$ cat src/sv/gdc_pkg.sv
`timescale 1ns / 1ps
`default_nettype none

package gdc_pkg;

	// Field widths.
	localparam int DN_W   = 23;
	localparam int YEAR_W = 14;
	localparam int MON_W  = 4;
	localparam int DAY_W  = 5;

	// Stream payload widths, rounded up to whole bytes.
	localparam int S_TDATA_W = 48;
	localparam int M_TDATA_W = 48;

	// Pipeline stages from the input register to the output register.
	localparam int NSTG = 8;

	// Calendar constants.
	localparam int unsigned EPOCH_DAY  = 1721425;
	localparam int unsigned MAX_YEAR   = 9999;
	localparam int unsigned DAYS_400Y  = 146097;
	localparam int unsigned DAYS_100Y  = 36524;
	localparam int unsigned DAYS_4Y    = 1461;
	localparam int unsigned DAYS_1Y    = 365;
	localparam int unsigned MAX_LEAP   = ((MAX_YEAR % 4 == 0) &&
		((MAX_YEAR % 100 != 0) || (MAX_YEAR % 400 == 0))) ? 1 : 0;
	// Day number of 31 December of the last supported year.
	localparam int unsigned LAST_DAY   = EPOCH_DAY - 1 + DAYS_1Y * (MAX_YEAR - 1)
		+ (MAX_YEAR - 1) / 4 - (MAX_YEAR - 1) / 100 + (MAX_YEAR - 1) / 400
		+ DAYS_1Y + MAX_LEAP;

	// Internal datapath widths.
	localparam int E_W    = 22;  // day offset from the epoch
	localparam int Q_W    = 5;   // 400-year periods
	localparam int RQ_W   = 18;  // days within a 400-year period
	localparam int C_W    = 3;   // centuries within a period, 0..4
	localparam int RC_W   = 16;  // days within a century
	localparam int F_W    = 5;   // 4-year groups within a century
	localparam int RF_W   = 11;  // days within a 4-year group
	localparam int YI_W   = 3;   // years within a 4-year group, 0..4
	localparam int YDAY_W = 9;   // day of year, 0..365
	localparam int Q100_W = 8;   // centuries in a year count

	// Reciprocal multipliers for the constant divisions. Each shift is chosen so
	// that the rounded-up reciprocal is exact over the whole operand range.
	localparam int unsigned   Q400_SH = 40;
	localparam longint unsigned K400  = ((64'd1 << Q400_SH) + DAYS_400Y - 1) / DAYS_400Y;
	localparam int            K400_W  = 23;
	localparam int            Q400_PW = E_W + K400_W;

	localparam int unsigned   Q4_SH   = 27;
	localparam longint unsigned K4    = ((64'd1 << Q4_SH) + DAYS_4Y - 1) / DAYS_4Y;
	localparam int            K4_W    = 17;
	localparam int            Q4_PW   = RC_W + K4_W;

	localparam int unsigned   Q25_SH  = 17;
	localparam longint unsigned K25   = ((64'd1 << Q25_SH) + 25 - 1) / 25;
	localparam int            K25_W   = 13;
	localparam int            Q25_PW  = YEAR_W - 2 + K25_W;

	typedef enum logic {
		CMD_TO_DAYS = 1'b0,
		CMD_TO_DATE = 1'b1
	} gdc_cmd_t;

	// Load enables of the shared pipeline stages.
	typedef struct packed {
		logic s2;
		logic s3;
		logic s4;
		logic s5;
		logic s6;
		logic s7;
	} gdc_ld_t;

	typedef struct packed {
		logic              bad;
		logic [DN_W-1:0]   dn;
	} gdc_dn_t;

	typedef struct packed {
		logic              bad;
		logic [YEAR_W-1:0] year;
		logic [MON_W-1:0]  month;
		logic [DAY_W-1:0]  day;
	} gdc_date_t;

	// Days in the year before the first of month m, counting February as 30 days.
	function automatic logic [YDAY_W-1:0] month_start(input logic [MON_W-1:0] m);
		logic [YDAY_W-1:0] r;
		unique case (m)
			4'd1:    r = 9'd0;
			4'd2:    r = 9'd31;
			4'd3:    r = 9'd61;
			4'd4:    r = 9'd92;
			4'd5:    r = 9'd122;
			4'd6:    r = 9'd153;
			4'd7:    r = 9'd183;
			4'd8:    r = 9'd214;
			4'd9:    r = 9'd245;
			4'd10:   r = 9'd275;
			4'd11:   r = 9'd306;
			4'd12:   r = 9'd336;
			default: r = 9'd0;
		endcase
		return r;
	endfunction

	// The start table above assumes a 30-day February; from March on the
	// real offset is one day less in a leap year and two in a common year.
	function automatic logic [1:0] month_corr(input logic [MON_W-1:0] m, input logic leap);
		logic [1:0] r;
		if (m > MON_W'(2)) begin
			r = leap ? 2'd1 : 2'd2;
		end else begin
			r = 2'd0;
		end
		return r;
	endfunction

	function automatic logic [DAY_W-1:0] month_len(input logic [MON_W-1:0] m,
		input logic leap);
		logic [DAY_W-1:0] r;
		unique case (m)
			4'd1, 4'd3, 4'd5, 4'd7, 4'd8, 4'd10, 4'd12: r = 5'd31;
			4'd4, 4'd6, 4'd9, 4'd11:                    r = 5'd30;
			4'd2:                                       r = leap ? 5'd29 : 5'd28;
			default:                                    r = 5'd0;
		endcase
		return r;
	endfunction

	// Month from the adjusted day of year x: (12 x + 373) / 367, limited to
	// 1..12, done as a row of compares against constant thresholds.
	function automatic logic [MON_W-1:0] month_of(input logic [YDAY_W-1:0] x);
		logic [12:0]      v;
		logic [MON_W-1:0] mo;
		v  = 13'(x) * 13'd12 + 13'd373;
		mo = MON_W'(1);
		for (int k = 2; k <= 12; k++) begin
			if (v >= 13'(367 * k)) begin
				mo = mo + MON_W'(1);
			end
		end
		return mo;
	endfunction

endpackage

`default_nettype wire

$ cat src/sv/gdc_to_days.sv
`timescale 1ns / 1ps
`default_nettype none

module gdc_to_days (
	input  wire logic                     clk,
	input  wire gdc_pkg::gdc_ld_t         ld,
	input  wire logic [gdc_pkg::YEAR_W-1:0] year,
	input  wire logic [gdc_pkg::MON_W-1:0]  month,
	input  wire logic [gdc_pkg::DAY_W-1:0]  day,
	output gdc_pkg::gdc_dn_t              result
);
	import gdc_pkg::*;

	logic [YEAR_W-1:0] p;
	logic [Q25_PW-1:0] p_prod;
	logic [Q100_W-1:0] q100;
	logic              ok;

	logic [YEAR_W-1:0] p_s2;
	logic [Q100_W-1:0] q100_s2;
	logic [1:0]        ylo_s2;
	logic [MON_W-1:0]  month_s2;
	logic [DAY_W-1:0]  day_s2;
	logic              ok_s2;

	logic [6:0]        r100;
	logic              leap;
	logic [DN_W-1:0]   base;

	logic [DN_W-1:0]   base_s3;
	logic              leap_s3;
	logic [MON_W-1:0]  month_s3;
	logic [DAY_W-1:0]  day_s3;
	logic              ok_s3;

	// Whole years before the date and the number of centuries among them.
	assign p      = year - YEAR_W'(1);
	assign p_prod = Q25_PW'(p[YEAR_W-1:2]) * Q25_PW'(K25);
	assign q100   = p_prod[Q25_SH +: Q100_W];
	assign ok     = (year >= YEAR_W'(1)) && (year <= YEAR_W'(MAX_YEAR)) &&
		(month >= MON_W'(1)) && (month <= MON_W'(12)) && (day >= DAY_W'(1));

	always_ff @(posedge clk) begin
		if (ld.s2) begin
			p_s2     <= p;
			q100_s2  <= q100;
			ylo_s2   <= year[1:0];
			month_s2 <= month;
			day_s2   <= day;
			ok_s2    <= ok;
		end
	end

	// A year divisible by 100 has p mod 100 equal to 99; by 400 also needs the
	// century count to end in binary 11.
	assign r100 = 7'(p_s2 - YEAR_W'(q100_s2) * YEAR_W'(100));
	assign leap = (ylo_s2 == 2'b00) && ((r100 != 7'd99) || (q100_s2[1:0] == 2'b11));
	assign base = DN_W'(EPOCH_DAY - 1) + DN_W'(p_s2) * DN_W'(DAYS_1Y)
		+ DN_W'(p_s2[YEAR_W-1:2]) - DN_W'(q100_s2) + DN_W'(q100_s2[Q100_W-1:2]);

	always_ff @(posedge clk) begin
		if (ld.s3) begin
			base_s3  <= base;
			leap_s3  <= leap;
			month_s3 <= month_s2;
			day_s3   <= day_s2;
			ok_s3    <= ok_s2;
		end
	end

	assign result.bad = !ok_s3 || (day_s3 > month_len(month_s3, leap_s3));
	assign result.dn  = base_s3 + DN_W'(month_start(month_s3)) + DN_W'(day_s3)
		- DN_W'(month_corr(month_s3, leap_s3));

endmodule

`default_nettype wire

$ cat src/sv/gdc_from_days.sv
`timescale 1ns / 1ps
`default_nettype none

module gdc_from_days (
	input  wire logic                   clk,
	input  wire gdc_pkg::gdc_ld_t       ld,
	input  wire logic [gdc_pkg::DN_W-1:0] day_number,
	output gdc_pkg::gdc_date_t          result
);
	import gdc_pkg::*;

	logic [DN_W-1:0]    off;
	logic [E_W-1:0]     e;
	logic [Q400_PW-1:0] e_prod;
	logic [Q_W-1:0]     q;
	logic               range_bad;

	logic [E_W-1:0]     e_s2;
	logic [Q_W-1:0]     q_s2;
	logic               bad_s2;

	logic [RQ_W-1:0]    rq;
	logic [RQ_W-1:0]    rq_s3;
	logic [Q_W-1:0]     q_s3;
	logic               bad_s3;

	logic [C_W-1:0]     c;
	logic [RC_W-1:0]    rc;
	logic [RC_W-1:0]    rc_s4;
	logic [C_W-1:0]     c_s4;
	logic [Q_W-1:0]     q_s4;
	logic               bad_s4;

	logic [Q4_PW-1:0]   rc_prod;
	logic [F_W-1:0]     f;
	logic [RC_W-1:0]    rc_s5;
	logic [F_W-1:0]     f_s5;
	logic [C_W-1:0]     c_s5;
	logic [Q_W-1:0]     q_s5;
	logic               bad_s5;

	logic [RF_W-1:0]    rf;
	logic [YI_W-1:0]    yi;
	logic               last_day;
	logic               leap;
	logic [YEAR_W-1:0]  yr;
	logic [YEAR_W-1:0]  yr_s6;
	logic               leap_s6;
	logic               last_day_s6;
	logic [RF_W-1:0]    rf_s6;
	logic [YI_W-1:0]    yi_s6;
	logic               bad_s6;

	logic [YDAY_W-1:0]  yday;
	logic [YDAY_W-1:0]  xday;
	logic               before_mar;
	logic [YEAR_W-1:0]  yr_s7;
	logic               leap_s7;
	logic [YDAY_W-1:0]  yday_s7;
	logic [YDAY_W-1:0]  xday_s7;
	logic               bad_s7;

	logic [MON_W-1:0]   mo;

	// Offset from the epoch and its count of 400-year periods.
	assign off       = day_number - DN_W'(EPOCH_DAY);
	assign e         = off[E_W-1:0];
	assign range_bad = (day_number < DN_W'(EPOCH_DAY)) || (day_number > DN_W'(LAST_DAY));
	assign e_prod    = Q400_PW'(e) * Q400_PW'(K400);
	assign q         = e_prod[Q400_SH +: Q_W];

	always_ff @(posedge clk) begin
		if (ld.s2) begin
			e_s2   <= e;
			q_s2   <= q;
			bad_s2 <= range_bad;
		end
	end

	assign rq = RQ_W'(e_s2 - E_W'(q_s2) * E_W'(DAYS_400Y));

	always_ff @(posedge clk) begin
		if (ld.s3) begin
			rq_s3  <= rq;
			q_s3   <= q_s2;
			bad_s3 <= bad_s2;
		end
	end

	// Centuries: the count reaches four only on the last day of a period.
	always_comb begin
		c = '0;
		for (int k = 1; k <= 4; k++) begin
			if (rq_s3 >= RQ_W'(k * DAYS_100Y)) begin
				c = c + C_W'(1);
			end
		end
	end
	assign rc = RC_W'(rq_s3 - RQ_W'(c) * RQ_W'(DAYS_100Y));

	always_ff @(posedge clk) begin
		if (ld.s4) begin
			rc_s4  <= rc;
			c_s4   <= c;
			q_s4   <= q_s3;
			bad_s4 <= bad_s3;
		end
	end

	assign rc_prod = Q4_PW'(rc_s4) * Q4_PW'(K4);
	assign f       = rc_prod[Q4_SH +: F_W];

	always_ff @(posedge clk) begin
		if (ld.s5) begin
			rc_s5  <= rc_s4;
			f_s5   <= f;
			c_s5   <= c_s4;
			q_s5   <= q_s4;
			bad_s5 <= bad_s4;
		end
	end

	assign rf = RF_W'(rc_s5 - RC_W'(f_s5) * RC_W'(DAYS_4Y));

	always_comb begin
		yi = '0;
		for (int k = 1; k <= 4; k++) begin
			if (rf >= RF_W'(k * DAYS_1Y)) begin
				yi = yi + YI_W'(1);
			end
		end
	end

	// A count of four centuries or four years marks 31 December of a leap
	// year; the year count then already names that year. Otherwise the year
	// is leap when it is the fourth of its group, unless that group closes a
	// century other than the last of the period.
	assign last_day = (c_s5 == 3'd4) || (yi == 3'd4);
	assign leap     = last_day || ((yi == 3'd3) && ((f_s5 != 5'd24) || (c_s5 == 3'd3)));
	assign yr       = YEAR_W'(400) * YEAR_W'(q_s5) + YEAR_W'(100) * YEAR_W'(c_s5)
		+ YEAR_W'({f_s5, 2'b00}) + YEAR_W'(yi) + YEAR_W'(!last_day);

	always_ff @(posedge clk) begin
		if (ld.s6) begin
			yr_s6       <= yr;
			leap_s6     <= leap;
			last_day_s6 <= last_day;
			rf_s6       <= rf;
			yi_s6       <= yi;
			bad_s6      <= bad_s5;
		end
	end

	assign yday       = last_day_s6 ? YDAY_W'(DAYS_1Y)
		: YDAY_W'(rf_s6 - RF_W'(yi_s6) * RF_W'(DAYS_1Y));
	assign before_mar = yday < (leap_s6 ? YDAY_W'(60) : YDAY_W'(59));
	assign xday       = before_mar ? yday
		: yday + (leap_s6 ? YDAY_W'(1) : YDAY_W'(2));

	always_ff @(posedge clk) begin
		if (ld.s7) begin
			yr_s7   <= yr_s6;
			leap_s7 <= leap_s6;
			yday_s7 <= yday;
			xday_s7 <= xday;
			bad_s7  <= bad_s6;
		end
	end

	assign mo           = month_of(xday_s7);
	assign result.bad   = bad_s7;
	assign result.year  = yr_s7;
	assign result.month = mo;
	assign result.day   = DAY_W'(yday_s7 - month_start(mo)
		+ YDAY_W'(month_corr(mo, leap_s7)) + YDAY_W'(1));

endmodule

`default_nettype wire

$ cat src/sv/gregorian_day_number_converter_unit.sv
`timescale 1ns / 1ps
`default_nettype none

// Gregorian date / day number converter.
// The input stream carries one command per item. With tuser low the item holds
// a date (year, month, day) and the result is its whole day number, the floor
// of the Julian date minus one half. With tuser high the item holds a day
// number and the result is the proleptic Gregorian year, month and day.
// Every item gives exactly one result item. An operand outside 1 January of
// year 1 to 31 December of the last supported year, or a date that does not
// exist, returns all fields zero with the invalid flag in m_tuser set.
// The datapath is an eight-stage pipeline, one constant division or one
// compare-and-subtract per stage. Items go in order from s1 to the output
// register s8; one is accepted every cycle unless the full pipeline stalls.
// Each stage holds its item until the next stage frees up, so a stalled
// receiver fills the bubbles in the pipeline first, and s_tready falls only
// when all eight stages hold items. The output stage is a plain register.
// Reset empties the pipeline; the unit keeps no state between items.
module gregorian_day_number_converter_unit (
	input  wire logic                          clk,
	input  wire logic                          arst_n,
	input  wire logic                          s_tvalid,
	output logic                               s_tready,
	// in_year [13:0], in_month [17:14], in_day [22:18], in_day_number [45:23]
	input  wire logic [gdc_pkg::S_TDATA_W-1:0] s_tdata,
	// command
	input  wire logic                          s_tuser,
	output logic                               m_tvalid,
	input  wire logic                          m_tready,
	// out_day_number [22:0], out_year [36:23], out_month [40:37], out_day [45:41]
	output logic [gdc_pkg::M_TDATA_W-1:0]      m_tdata,
	// invalid
	output logic                               m_tuser
);
	import gdc_pkg::*;

	// Stage occupancy and per-stage ready. A stage takes a new item when it
	// is empty or its own item moves on in the same cycle.
	logic [NSTG:1] vld_q;
	logic [NSTG:1] rdy;
	gdc_ld_t       ld;

	// Stage one: the accepted item.
	gdc_cmd_t          cmd_s1;
	logic [YEAR_W-1:0] year_s1;
	logic [MON_W-1:0]  month_s1;
	logic [DAY_W-1:0]  day_s1;
	logic [DN_W-1:0]   dn_s1;

	gdc_cmd_t cmd_s2, cmd_s3, cmd_s4, cmd_s5, cmd_s6, cmd_s7;
	gdc_dn_t  days_res;
	gdc_dn_t  days_s4, days_s5, days_s6, days_s7;
	gdc_date_t date_res;

	// Output stage.
	logic [DN_W-1:0]   out_dn;
	logic [YEAR_W-1:0] out_year;
	logic [MON_W-1:0]  out_month;
	logic [DAY_W-1:0]  out_day;
	logic              out_bad;
	logic [DN_W-1:0]   out_dn_s8;
	logic [YEAR_W-1:0] out_year_s8;
	logic [MON_W-1:0]  out_month_s8;
	logic [DAY_W-1:0]  out_day_s8;
	logic              out_bad_s8;

	always_comb begin
		rdy[NSTG] = !vld_q[NSTG] || m_tready;
		for (int k = NSTG - 1; k >= 1; k--) begin
			rdy[k] = !vld_q[k] || rdy[k+1];
		end
	end

	assign ld.s2 = rdy[2];
	assign ld.s3 = rdy[3];
	assign ld.s4 = rdy[4];
	assign ld.s5 = rdy[5];
	assign ld.s6 = rdy[6];
	assign ld.s7 = rdy[7];

	assign s_tready = rdy[1];
	assign m_tvalid = vld_q[NSTG];

	always_ff @(posedge clk or negedge arst_n) begin
		if (!arst_n) begin
			vld_q <= '0;
		end else begin
			if (rdy[1]) begin
				vld_q[1] <= s_tvalid;
			end
			for (int k = 2; k <= NSTG; k++) begin
				if (rdy[k]) begin
					vld_q[k] <= vld_q[k-1];
				end
			end
		end
	end

	always_ff @(posedge clk) begin
		if (rdy[1]) begin
			cmd_s1   <= gdc_cmd_t'(s_tuser);
			year_s1  <= s_tdata[13:0];
			month_s1 <= s_tdata[17:14];
			day_s1   <= s_tdata[22:18];
			dn_s1    <= s_tdata[45:23];
		end
		if (rdy[2]) begin
			cmd_s2 <= cmd_s1;
		end
		if (rdy[3]) begin
			cmd_s3 <= cmd_s2;
		end
		if (rdy[4]) begin
			cmd_s4  <= cmd_s3;
			days_s4 <= days_res;
		end
		if (rdy[5]) begin
			cmd_s5  <= cmd_s4;
			days_s5 <= days_s4;
		end
		if (rdy[6]) begin
			cmd_s6  <= cmd_s5;
			days_s6 <= days_s5;
		end
		if (rdy[7]) begin
			cmd_s7  <= cmd_s6;
			days_s7 <= days_s6;
		end
		if (rdy[8]) begin
			out_dn_s8    <= out_dn;
			out_year_s8  <= out_year;
			out_month_s8 <= out_month;
			out_day_s8   <= out_day;
			out_bad_s8   <= out_bad;
		end
	end

	// Date to day number: finishes in stage three and rides along after that.
	gdc_to_days u_to_days (
		.clk    (clk),
		.ld     (ld),
		.year   (year_s1),
		.month  (month_s1),
		.day    (day_s1),
		.result (days_res)
	);

	// Day number to date: runs through stage seven.
	gdc_from_days u_from_days (
		.clk        (clk),
		.ld         (ld),
		.day_number (dn_s1),
		.result     (date_res)
	);

	// Pick the result of the item's command; fields that do not belong to the
	// command, and all fields of an invalid operand, read as zero.
	always_comb begin
		out_dn    = '0;
		out_year  = '0;
		out_month = '0;
		out_day   = '0;
		out_bad   = 1'b0;
		unique case (cmd_s7)
			CMD_TO_DAYS: begin
				out_bad = days_s7.bad;
				if (!days_s7.bad) begin
					out_dn = days_s7.dn;
				end
			end
			CMD_TO_DATE: begin
				out_bad = date_res.bad;
				if (!date_res.bad) begin
					out_year  = date_res.year;
					out_month = date_res.month;
					out_day   = date_res.day;
				end
			end
		endcase
	end

	assign m_tdata = {2'b00, out_day_s8, out_month_s8, out_year_s8, out_dn_s8};
	assign m_tuser = out_bad_s8;

endmodule

`default_nettype wire
$ cat config.mk
export PLATFORM = sky130hd
export DESIGN_NAME = gregorian_day_number_converter_unit
export DESIGN_NICKNAME = d
export VERILOG_FILES = /design/src/sv/gdc_pkg.sv /design/src/sv/gdc_to_days.sv /design/src/sv/gdc_from_days.sv /design/src/sv/gregorian_day_number_converter_unit.sv
export SDC_FILE = /design/constraint.sdc
export NUM_CORES = 2
export LEC_CHECK = 0
export BUFFER_PORTS_ARGS = -buffer_cell sky130_fd_sc_hd__buf_4
export CAP_MARGIN = 5
export CORE_ASPECT_RATIO = 1.1
export CORE_MARGIN = 2
export CORE_UTILIZATION = 60
export CTS_CLUSTER_SIZE = 24
export DETAILED_ROUTE_END_ITERATION = 8
export HOLD_SLACK_MARGIN = 0.12
export MAX_ROUTING_LAYER = met4
export PLACE_DENSITY = 0.81
export SLEW_MARGIN = 20
export SYNTH_ARGS = -nofsm -noshare
export SYNTH_HDL_FRONTEND = slang
export SYNTH_SLANG_ARGS = --single-unit
$ cat constraint.sdc
create_clock -name clk -period 11.9 [get_ports clk]
set_input_delay 2.38 -clock clk [delete_from_list [all_inputs] [get_ports clk]]
set_output_delay 2.38 -clock clk [all_outputs]
set_load 0.01 [all_outputs]
==> metrics.log <==
[metrics] CP max FO: 14
[metrics] prevailing post-synth register cell: sky130_fd_sc_hd__edfxtp_1
[metrics] main combinational cell family by area after synthesis: adder cells
[metrics] synthesis-to-finish area growth: 8.098%
[metrics] area share of fa/ha/maj cells after synthesis: 43.19%
[metrics] net total in the final layout: 5,226
[metrics] register clock-pin slew on the reported worst setup and hold paths: 60 ps
[metrics] routability cong.: between 0.9 and 1
[metrics] number of input and output port buffers inserted: slightly below 100
[metrics] clock skew: about 27 ps
[metrics] First DRT Iteration DRCs: approximately 1,300
[metrics] Worst Path Arrival: between 10,000 and 15,000 ps
[metrics] Remaining DRCs: 0
[metrics] outcome: finished clean
[metrics] largest cells by area after synthesis: sky130_fd_sc_hd__edfxtp_1 (29%), sky130_fd_sc_hd__ha_1 (22%), sky130_fd_sc_hd__fa_1 (21%)
[metrics] Post-Synthesis Cell Area: 43,160 um^2
[metrics] clock sinks: around 440
[metrics] most common library cell in the layout ignoring fill and taps: sky130_fd_sc_hd__inv_1
[metrics] final worst-path cycle share: 91.76%
[metrics] initial cell density of the core: 60.34%
[metrics] share of flip-flops with an asynchronous set or reset after synthesis: 1.826%
[metrics] IO Count: roughly 100
[metrics] Cell Rows: 103
[metrics] count of unique library cells instantiated by Yosys: 98
[metrics] final design area excluding fillers: around 47,000 um^2
[metrics] Critical Path Source Type: flop
[metrics] final worst hold slack: 403.7 ps
[metrics] H-tree depth: 2
[metrics] library cell used as clock root buffer: sky130_fd_sc_hd__clkbuf_16
[metrics] compound-gate portion of the synthesized area: under 10%
[metrics] final count of pins violating max slew: 0
[metrics] buffer depth of the longest clock path: 3
[metrics] global-route wire length before repair: 137.0 mm
[metrics] layout filler cell count: between 5,000 and 6,000
[metrics] 1st-pass router iterations: 5
[metrics] Inserted Clock Buffers: 46
[metrics] All-Layer GR Usage: 23.53%
[metrics] final setup TNS: 0 ps
[metrics] detailed-route wire length: around 80 mm
[metrics] total die area: 74,090 um^2
[metrics] total overflow reported by the global router: 0
[metrics] sequential element share of the synthesized area: 30.18%
[metrics] simple-gate portion of the synthesized area: just over 6%
[metrics] CTS tree: done
[metrics] number of endpoints with negative hold slack in the final report: 0
[metrics] core outline area: between 70,000 and 80,000 um^2
[metrics] leading cell types in the layout, fill and taps excluded: sky130_fd_sc_hd__inv_1 (887), sky130_fd_sc_hd__ha_1 (752), sky130_fd_sc_hd__fa_1 (461)
[metrics] time the final worst path needs with I/O delays and setup: 10,920 ps
[metrics] top cell type's share of synthesized area: 29.29%
[metrics] overall via count from detail_route: 26,410
[metrics] Synth Warn #: 0
[metrics] Max-cap violations: 0
[metrics] RSZ-0062 raised after global routing: no
[metrics] slew of the pin with the lowest slew margin: 1212 ps
[metrics] post-synthesis register bit count: between 400 and 500
[metrics] final setup fails: 0
[metrics] fraction of layout cells with a size suffix above 1: under 10%
[metrics] number of antenna violations at the first check in global routing: 0
[metrics] vertical extent of the die: 285.3 um
[metrics] antenna diode count: 0
[metrics] category of the critical setup timing path: reg -> reg
[metrics] pin count of the biggest net entering global routing: 66
[metrics] headroom to the max-slew limit: about a fifth
[metrics] critical path data required time: 12,240 ps
[metrics] number of global-route vias before repair: between 20,000 and 30,000
[metrics] achievable frequency: 91.58 MHz
[metrics] library cell with the largest summed area after synthesis: sky130_fd_sc_hd__edfxtp_1
[metrics] Post-Place Cell Area: 45,210 um^2
[metrics] x dimension of the die: approximately 260 um
[metrics] average routed wire per standard cell: 16.27 um
[metrics] class of the tightest hold or removal check: reg -> reg
[metrics] mean post-synth cell area: about 11 um^2
[metrics] mux cell area share after synthesis: 0.5973%
[metrics] number of gates resized after CTS: 0
[metrics] placed cell count: 4,857
[metrics] instance count of the mapped netlist: 3,805
[metrics] number of synthesized flops with an enable pin: 421
[metrics] estimated wirelength of the detail-placed design: 66.58 mm
[metrics] post-CTS setup repair buffer count: 0
[metrics] Worst setup EP type: flop
[metrics] clock latency on the worst-skew pair: roughly 600 ps
[metrics] slowest cell on the critical path: sky130_fd_sc_hd__fa_1
[metrics] xor/xnor cell area share of the yosys netlist: ~4.5%
[metrics] number of routed nets with antenna violations: 0
[metrics] Worst path most repeated cell: sky130_fd_sc_hd__ha_1
[metrics] delay contributed by the slowest stage of the critical path: about 750 ps
[metrics] routed via count divided by cell count: about 5.3
[metrics] final standard cell count with taps included and fillers excluded: between 4,000 and 5,000
[metrics] total of hold buffers inserted after clock tree synthesis: 0
[sequential cells by signal (all words and copies together), names as in the netlist, 16 cells and up, named ones only]
register and cells:
days_s4 24, days_s5 24, days_s6 24, days_s7 24, dn_s1 23, out_dn_s8 23
u_to_days.base_s3 23, u_from_days.e_s2 18, u_from_days.rq_s3 18, u_from_days.rc_s4 16
[cells in the mapped netlist, types with 14 or more instances]
| cell | instances |
|---|---|
| sky130_fd_sc_hd__a21o_1 | 58 |
| sky130_fd_sc_hd__a21oi_1 | 127 |
| sky130_fd_sc_hd__a31oi_1 | 18 |
| sky130_fd_sc_hd__and2_1 | 52 |
| sky130_fd_sc_hd__edfxtp_1 | 421 |
| sky130_fd_sc_hd__fa_1 | 461 |
| sky130_fd_sc_hd__ha_1 | 752 |
| sky130_fd_sc_hd__inv_1 | 889 |
| sky130_fd_sc_hd__mux2i_1 | 19 |
| sky130_fd_sc_hd__nand2_1 | 101 |
| sky130_fd_sc_hd__nand2b_1 | 27 |
| sky130_fd_sc_hd__nand3_1 | 37 |
| sky130_fd_sc_hd__nand4_1 | 14 |
| sky130_fd_sc_hd__nor2_1 | 132 |
| sky130_fd_sc_hd__nor2b_1 | 33 |
| sky130_fd_sc_hd__nor3_1 | 42 |
| sky130_fd_sc_hd__nor4_1 | 18 |
| sky130_fd_sc_hd__o21a_1 | 27 |
| sky130_fd_sc_hd__o21ai_0 | 100 |
| sky130_fd_sc_hd__o21bai_1 | 20 |
| sky130_fd_sc_hd__or2_2 | 15 |
| sky130_fd_sc_hd__xnor2_1 | 150 |
| sky130_fd_sc_hd__xor2_1 | 53 |
[cells by family after synthesis]
logic type | Yosys count
other | 1
xor gates and xnor gates | 210
AOI/OAI and AO/OA | 487
buffers and inverters | 912
and+or+nand+nor | 520
DFF | 438
muxes | 24
adders and majority gates | 1213
[metrics by stage]
stage	setup WS [ps]	utilization [%]
floorplan	2664	-
global placement	1336	63.20
detailed placement	1116	63.20
CTS	1039	65.21
global route	5.500	65.22
finish	980.7	65.22
[final timing paths]
path	startpoint	end	slack [ps]	depth (start not counted)
worst max-delay path	u_from_days.xday_s7[0]$_DFFE_PP_	out_day_s8[4]$_SDFFCE_PP0P_	980	44
worst min-delay path	cmd_s3$_DFFE_PN_	cmd_s4$_DFFE_PP_	400	0
worst max register to register	u_from_days.xday_s7[0]$_DFFE_PP_	out_day_s8[4]$_SDFFCE_PP0P_	980	44
worst min register to register	cmd_s3$_DFFE_PN_	cmd_s4$_DFFE_PP_	400	0
max in group asynchronous	arst_n	vld_q[5]$_DFFE_PN0P_	10150	1
min in group asynchronous	arst_n	vld_q[4]$_DFFE_PN0P_	1620	1
[metal layers]
metal | global-route usage [%] | part of all wire, %
met1 | 28.87 | 42
met2 | 41.20 | 52
met3 | 2.142 | 2.9
met4 | 7.227 | 3.1
met5 | - | 0
[worst max-delay path, delay by kind of cell, from the launching register on]
kind                       cells  cell delay [ps]
buffers and inverters          5              640
AOI/OAI and AO/OA             13             2290
xor gates and xnor gates       4              850
adders and majority gates     10             3700
DFF                            1              620
and+or+nand+nor               10             2000
muxes                          2              580
[cell type report]
cell class,instances,area (um^2),share of cell area (%)
Clock buffer,54,1202,2.578
Clock inverter,27,234.0,0.5016
Timing Repair Buffer,128,960.9,2.060
Inverter,890,3341,7.161
Sequential cell,438,13020,27.92
Multi-Input combinational cell,2456,26710,57.25
Tap cell,945,1182,2.535
Power is not shown: default switching activity piles up to over one toggle a cycle in this logic, so the estimate is an artifact.
